--- config.mk ---
export PLATFORM = sky130hd
export DESIGN_NAME = kms_front
export DESIGN_NICKNAME = d
export VERILOG_FILES = /design/src/rtl/core/kms_pkg.sv /design/src/rtl/core/kms_front.sv
export SDC_FILE = /design/constraint.sdc
export NUM_CORES = 1
export LEC_CHECK = 0
export ABC_AREA = 0
export BUFFER_PORTS_ARGS = -buffer_cell sky130_fd_sc_hd__buf_2
export CORE_MARGIN = 2
export CORE_UTILIZATION = 30
export DETAILED_ROUTE_END_ITERATION = 8
export SYNTH_ARGS = -nofsm -noshare
export SYNTH_HDL_FRONTEND = slang
export SYNTH_SLANG_ARGS = --single-unit
export TNS_END_PERCENT = 30
--- constraint.sdc ---
create_clock -name clk -period 6.1 [get_ports clk]
set_input_delay 1.22 -clock clk [delete_from_list [all_inputs] [get_ports clk]]
set_output_delay 1.22 -clock clk [all_outputs]
set_load 0.01 [all_outputs]
--- src/rtl/core/kms_pkg.sv ---
package kms_pkg;

  // table geometry
  localparam int NUM_STACKS = 8;
  localparam int MAX_DEPTH  = 256;

  localparam int SLOT_W    = (NUM_STACKS > 1) ? $clog2(NUM_STACKS) : 1;
  localparam int DEPTH_W   = (MAX_DEPTH > 1) ? $clog2(MAX_DEPTH) : 1;
  localparam int COUNT_W   = $clog2(MAX_DEPTH + 1);
  localparam int ADDR_W    = SLOT_W + DEPTH_W;
  localparam int MEM_WORDS = NUM_STACKS << DEPTH_W;

  // field widths
  localparam int MODE_W     = 2;
  localparam int KEY_W      = 32;
  localparam int DATA_W     = 32;
  localparam int CAP_W      = 9;
  localparam int STATUS_W   = 3;
  localparam int OUT_SLOT_W = 3;

  // command queue between front and back
  localparam int QUEUE_DEPTH = 2;
  localparam int QPTR_W      = 1;
  localparam int QCNT_W      = 2;

  // operation codes
  localparam logic [MODE_W-1:0] OP_CREATE = 2'd0;
  localparam logic [MODE_W-1:0] OP_PUSH   = 2'd1;
  localparam logic [MODE_W-1:0] OP_POP    = 2'd2;
  localparam logic [MODE_W-1:0] OP_REMOVE = 2'd3;

  // status codes
  localparam logic [STATUS_W-1:0] ST_OK         = 3'd0;
  localparam logic [STATUS_W-1:0] ST_EXISTS     = 3'd1;
  localparam logic [STATUS_W-1:0] ST_NOKEY      = 3'd2;
  localparam logic [STATUS_W-1:0] ST_FULL       = 3'd3;
  localparam logic [STATUS_W-1:0] ST_EMPTY      = 3'd4;
  localparam logic [STATUS_W-1:0] ST_TABLE_FULL = 3'd5;

  // one classified command
  typedef struct packed {
    logic [MODE_W-1:0]  mode;
    logic [KEY_W-1:0]   key;
    logic [DATA_W-1:0]  value;
    logic [COUNT_W-1:0] cap;
  } cmd_t;

  // queue head as seen by the back end
  typedef struct packed {
    logic valid;
    cmd_t cmd;
  } head_t;

endpackage

--- src/rtl/core/kms_front.sv ---
module kms_front (
  input  logic                          clk,
  input  logic                          rst,
  input  logic                          in_valid,
  output logic                          in_ready,
  input  logic [kms_pkg::MODE_W-1:0]    in_mode,
  input  logic [kms_pkg::KEY_W-1:0]     in_key,
  input  logic [kms_pkg::DATA_W-1:0]    in_value,
  input  logic [kms_pkg::CAP_W-1:0]     in_cap,
  output kms_pkg::head_t                head,
  input  logic                          take
);

  kms_pkg::cmd_t                  queue [kms_pkg::QUEUE_DEPTH];
  kms_pkg::cmd_t                  cmd_in;
  logic [kms_pkg::QPTR_W-1:0]     wr_ptr;
  logic [kms_pkg::QPTR_W-1:0]     rd_ptr;
  logic [kms_pkg::QCNT_W-1:0]     fill;
  logic                           push;
  logic                           pop;

  // capacity saturated to the per-slot depth
  always_comb begin
    cmd_in.mode  = in_mode;
    cmd_in.key   = in_key;
    cmd_in.value = in_value;
    if (32'(in_cap) > 32'(kms_pkg::MAX_DEPTH)) begin
      cmd_in.cap = kms_pkg::COUNT_W'(kms_pkg::MAX_DEPTH);
    end else begin
      cmd_in.cap = kms_pkg::COUNT_W'(in_cap);
    end
  end

  assign in_ready = (fill != kms_pkg::QCNT_W'(kms_pkg::QUEUE_DEPTH));
  assign push     = in_valid && in_ready;
  assign pop      = take && (fill != '0);

  // queue storage
  always_ff @(posedge clk) begin
    if (push) begin
      queue[wr_ptr] <= cmd_in;
    end
  end

  // queue pointers and fill level
  always_ff @(posedge clk) begin
    if (rst) begin
      wr_ptr <= '0;
      rd_ptr <= '0;
      fill   <= '0;
    end else begin
      if (push) begin
        wr_ptr <= wr_ptr + 1'b1;
      end
      if (pop) begin
        rd_ptr <= rd_ptr + 1'b1;
      end
      if (push && !pop) begin
        fill <= fill + 1'b1;
      end else if (pop && !push) begin
        fill <= fill - 1'b1;
      end
    end
  end

  assign head.valid = (fill != '0);
  assign head.cmd   = queue[rd_ptr];

endmodule

Word-level counts from Yosys, hierarchy flattened:

Memories as Yosys holds them, arrays and structs flattened. A register that Yosys moved wholly into a read port is not among the register bits.
Cells that the tools add are included.

* multiplexer cells: 7
* equal/unequal tests: 1
* add/sub/neg operators: 4
* reduce and logical (&&, ||, !) cells: 8
* magnitude comparators: 1

Operator list (number)
* $gt 9x9->1 const B: 1
* $mux 9: 1
* $logic_and 1x1->1: 4
* $mux 1: 4
* $mux 2: 2
* $reduce_bool 2->1: 2
* $add 1x1->1 const B: 2
* $add 2x1->2 const B: 1
* $logic_not 1->1: 2
* $ne 2x2->1 const B: 1
* $sub 2x1->2 const B: 1

* memories kept: 1
* output and inout port bits: 77
* logic and storage cells: 25
* memory bits (writable): 150
* register bits: 4

Memory list
* queue: depth 2, width 75, rd ports 1, clocked after Yosys merged registers in 1, wr ports 1, line kms_front.sv:14 `kms_pkg::cmd_t queue [kms_pkg::QUEUE_DEPTH];`

Logic depth before layout (Yosys ltp):

* depth in word-level cells: 6
* gate-level depth with buffers: 6

Worst setup path after synthesis:

No wires, ideal clock.

* path type: input port to flip-flop
* start point: input in_valid
* end point: memory queue[1][0] (netlist name), enable pin
* stages: 1
* setup slack: 2.636 ns
* setup time: 0.442 ns
* arrival time: 3.022 ns
* path through: and3_1

* word-level cells in the longest chain between the ends: 3

RTL lines
* start, declared: line kms_front.sv:4 `input logic in_valid,`
* $logic_and 1x1->1: line kms_front.sv:35 `assign push = in_valid && in_ready;`
* $mux 1: line kms_front.sv:40 `if (push) begin`
* $mux 1 (not written as such): line kms_front.sv:41 `queue[wr_ptr] <= cmd_in;`
* end, declared: line kms_front.sv:14

No other way between the ends.

==> impl_metrics.py <==
metrics = {
    "critical_path": {
        "crit_path_max_fanout": 75,
        "path_class": "reg -> out",
        "ff2ff_path_depth": 4,
        "slowest_delay_ps": 950,
        "cp_slowest_cell": "dfxtp_4",
        "start_kind": "register",
        "cp_cell_sequence": "mux2_2, buf_2",
        "critPathRequiredTime_ps": 4880,
        "worstSetupEndpointType": "output port",
        "crit_arrival_ps": 2070,
    },
    "cts": {
        "numCtsBuffers": 17,
        "clkSinkCount": 155,
        "clock_path_buffers": 2,
        "cts_hold_buf": 0,
        "cts-resized-gates": 0,
        "root_buffer": "clkbuf_16",
        "clk_latency_ps": 410,
        "tritoncts": "built",
        "clk_pin_slew_ps": 50,
        "cts_setup_buffers": 0,
        "ctsHtreeMaxLevel": 4,
    },
    "detailed_routing": {
        "drtIter0Drc": 130,
        "dr.pass1.iters": 4,
        "postRouteAntennaNets": 0,
        "num_vias": 2926,
        "wirelength_mm": 10.5,
        "viasPerCell": 4.32,
        "wl_per_cell_um": 15.4,
        "drc": 0,
    },
    "synthesis": {
        "synth_nets": 346,
        "synth_cells": 266,
        "syn_avg_cell_area_um2": 21.4,
        "yosys_warnings": 0,
        "syn-cell-area_mm2": 0.00570,
        "ys_seq_area_frac": 0.808,
        "ys_types": 21,
        "synth-seq-cells": 155,
    },
    "pwr": {
        "leakagePower_uw": 0.00269,
        "p_int_uw": 2290,
        "irDropWorstVdd_mv": 0.282,
        "p_sw_uw": 795,
        "clock_power_share": 0.335,
        "p_comb_frac": 0.199,
        "powerDensity_mw_per_mm2": 423,
        "pwr-share-seq": 0.466,
        "switching_share": 0.258,
    },
    "sta": {
        "rsz0062_at_grt": "no",
        "setup_slack_ps": 2810,
        "period_needed_ps": 3290,
        "fin_skew_ps": 8.11,
        "slew_violations": 0,
        "fin_setup_tns_ps": 0,
        "hold_viol": 0,
        "finalCritPeriodShare": 0.539,
        "worst_pin_slew_ps": 1110,
        "fmax_mhz": 304,
        "finalHoldWorstSlack_ps": 507,
        "setup-violations-final": 0,
        "slew_headroom": 0.260,
    },
    "layout": {
        "final_cell_mix": "155 x buf_2, 150 x edfxtp_1, 75 x mux2_2",
        "final_common_cell": "buf_2",
        "n_fill_cell": 1777,
        "finalNetCount": 512,
        "drive_above_1_share": 0.592,
        "num_antenna_cells": 0,
        "area_growth_syn_to_layout_pct": 27.9,
        "register_area_mm2": 0.00461,
        "multi_input_area_mm2": 0.00102,
    },
    "global_route": {
        "grt_pass1_wl_mm": 16.2,
        "gr-total-overflow": 0,
        "grt_pass1_vias": 3185,
        "grt_usage": 0.107,
        "antenna_found_initial": 0,
        "grt_max_degree": 76,
    },
    "placed_design": {
        "dp_hpwl_mm": 6.54,
        "place.gp.congestion": 0.663,
        "dpl_worst_slack_ps": 3200,
        "io_buffer_count": 155,
    },
    "job": {
        "cap_violations": 0,
    },
    "die": {
        "coreArea_mm2": 0.0186,
        "die_x_um": 142,
        "initial_utilization": 0.306,
        "die_h_um": 142,
        "die-area_mm2": 0.0201,
        "pin_count": 156,
        "rows": 50,
    },
    "run_status": {
        "outcome": "complete, no violations",
    },
    "min_path": {
        "hold_depth": 2,
        "min_path_type": "reg -> reg",
    },
}
==> critical path: cells and delay by family (launching register included) <==
kind	cells	cell delay, ps
flops	1	950
mux	1	430
buf+inv	1	140
==> cell type report <==
cell class	instances	share of cell area
clock buffer	17	0.0584
clock inverter	14	0.0211
inverter	1	0.000687
multi-input combinational	101	0.140
sequential	155	0.632
tap	234	0.0402
timing repair buffer	156	0.107
==> worst paths after layout <==
kind	startpoint	slack (ps)	endpoint
max	register	2810	head[38]
min	rd_ptr	510	rd_ptr
max reg2reg	fill[0]	4040	queue[0][67]
min reg2reg	rd_ptr	510	rd_ptr
==> state kept, by name, summed over array words and instances (netlist names), named ones only <==
| name | cells |
|---|---|
| rd_ptr | 1 |
| queue | 150 |
| wr_ptr | 1 |
| fill | 2 |
==> cell families (layout without fill, tap and decap cells) <==
kind of cell	after synthesis	after routing	share of synthesized area
fa+ha+maj	1	1	0.00220
mux	75	75	0.148
compound gates	5	5	0.00527
xor+xnor	3	3	0.00461
flops	155	155	0.808
buf+inv	10	188	0.0143
simple gates	17	17	0.0176
==> metal layers <==
metal	up-vias	GRT usage	share of wire
met5	-	0	0
met4	0	0.0411	0.011
met3	10	0.0398	0.060
met2	94	0.184	0.52
met1	1447	0.122	0.41
li1	1375	-	-
==> cell usage after synthesis <==
library cell / number / share of area
o21ai_0: 2 / 0.0018
or3_1: 1 / 0.0011
a21bo_2: 1 / 0.0018
dfxtp_1: 5 / 0.018
or2_2: 1 / 0.0011
and2_1: 1 / 0.0011
buf_2: 2 / 0.0018
nor2b_1: 8 / 0.0088
xor2_1: 3 / 0.0046
ha_1: 1 / 0.0022
mux2_2: 75 / 0.15
and3_1: 1 / 0.0011
a21oi_1: 2 / 0.0018
buf_4: 1 / 0.0013
nand2b_1: 1 / 0.0011
buf_6: 5 / 0.0099
clkbuf_1: 1 / 0.00066
nand3b_1: 1 / 0.0013
nor2_1: 3 / 0.0020
edfxtp_1: 150 / 0.79
inv_1: 1 / 0.00066
==> per-stage QoR <==
| step | util | area, um^2 | std cells | power (uW) |
|---|---|---|---|---|
| after floorplan | - | 5700 | 266 | 1840 |
| after global placement | 0.360 | 6710 | 647 | 2070 |
| after detailed placement | 0.360 | 6710 | 647 | 2090 |
| after CTS | 0.391 | 7290 | 678 | 3140 |
| after global routing | 0.391 | 7290 | 678 | 3240 |
| final | 0.391 | 7290 | 678 | 3080 |
==> power by group through the flow <==
| stage | registers, uW | logic [uW] | clock network, uW |
|---|---|---|---|
| final | 1440 | 612 | 1030 |
| after global routing | 1460 | 665 | 1110 |
| after CTS | 1450 | 626 | 1070 |
| after detailed placement | 1470 | 623 | 0 |
| after global placement | 1460 | 612 | 0 |
| after floorplan | 1380 | 459 | 0 |
(Power assumes the default switching activity.)
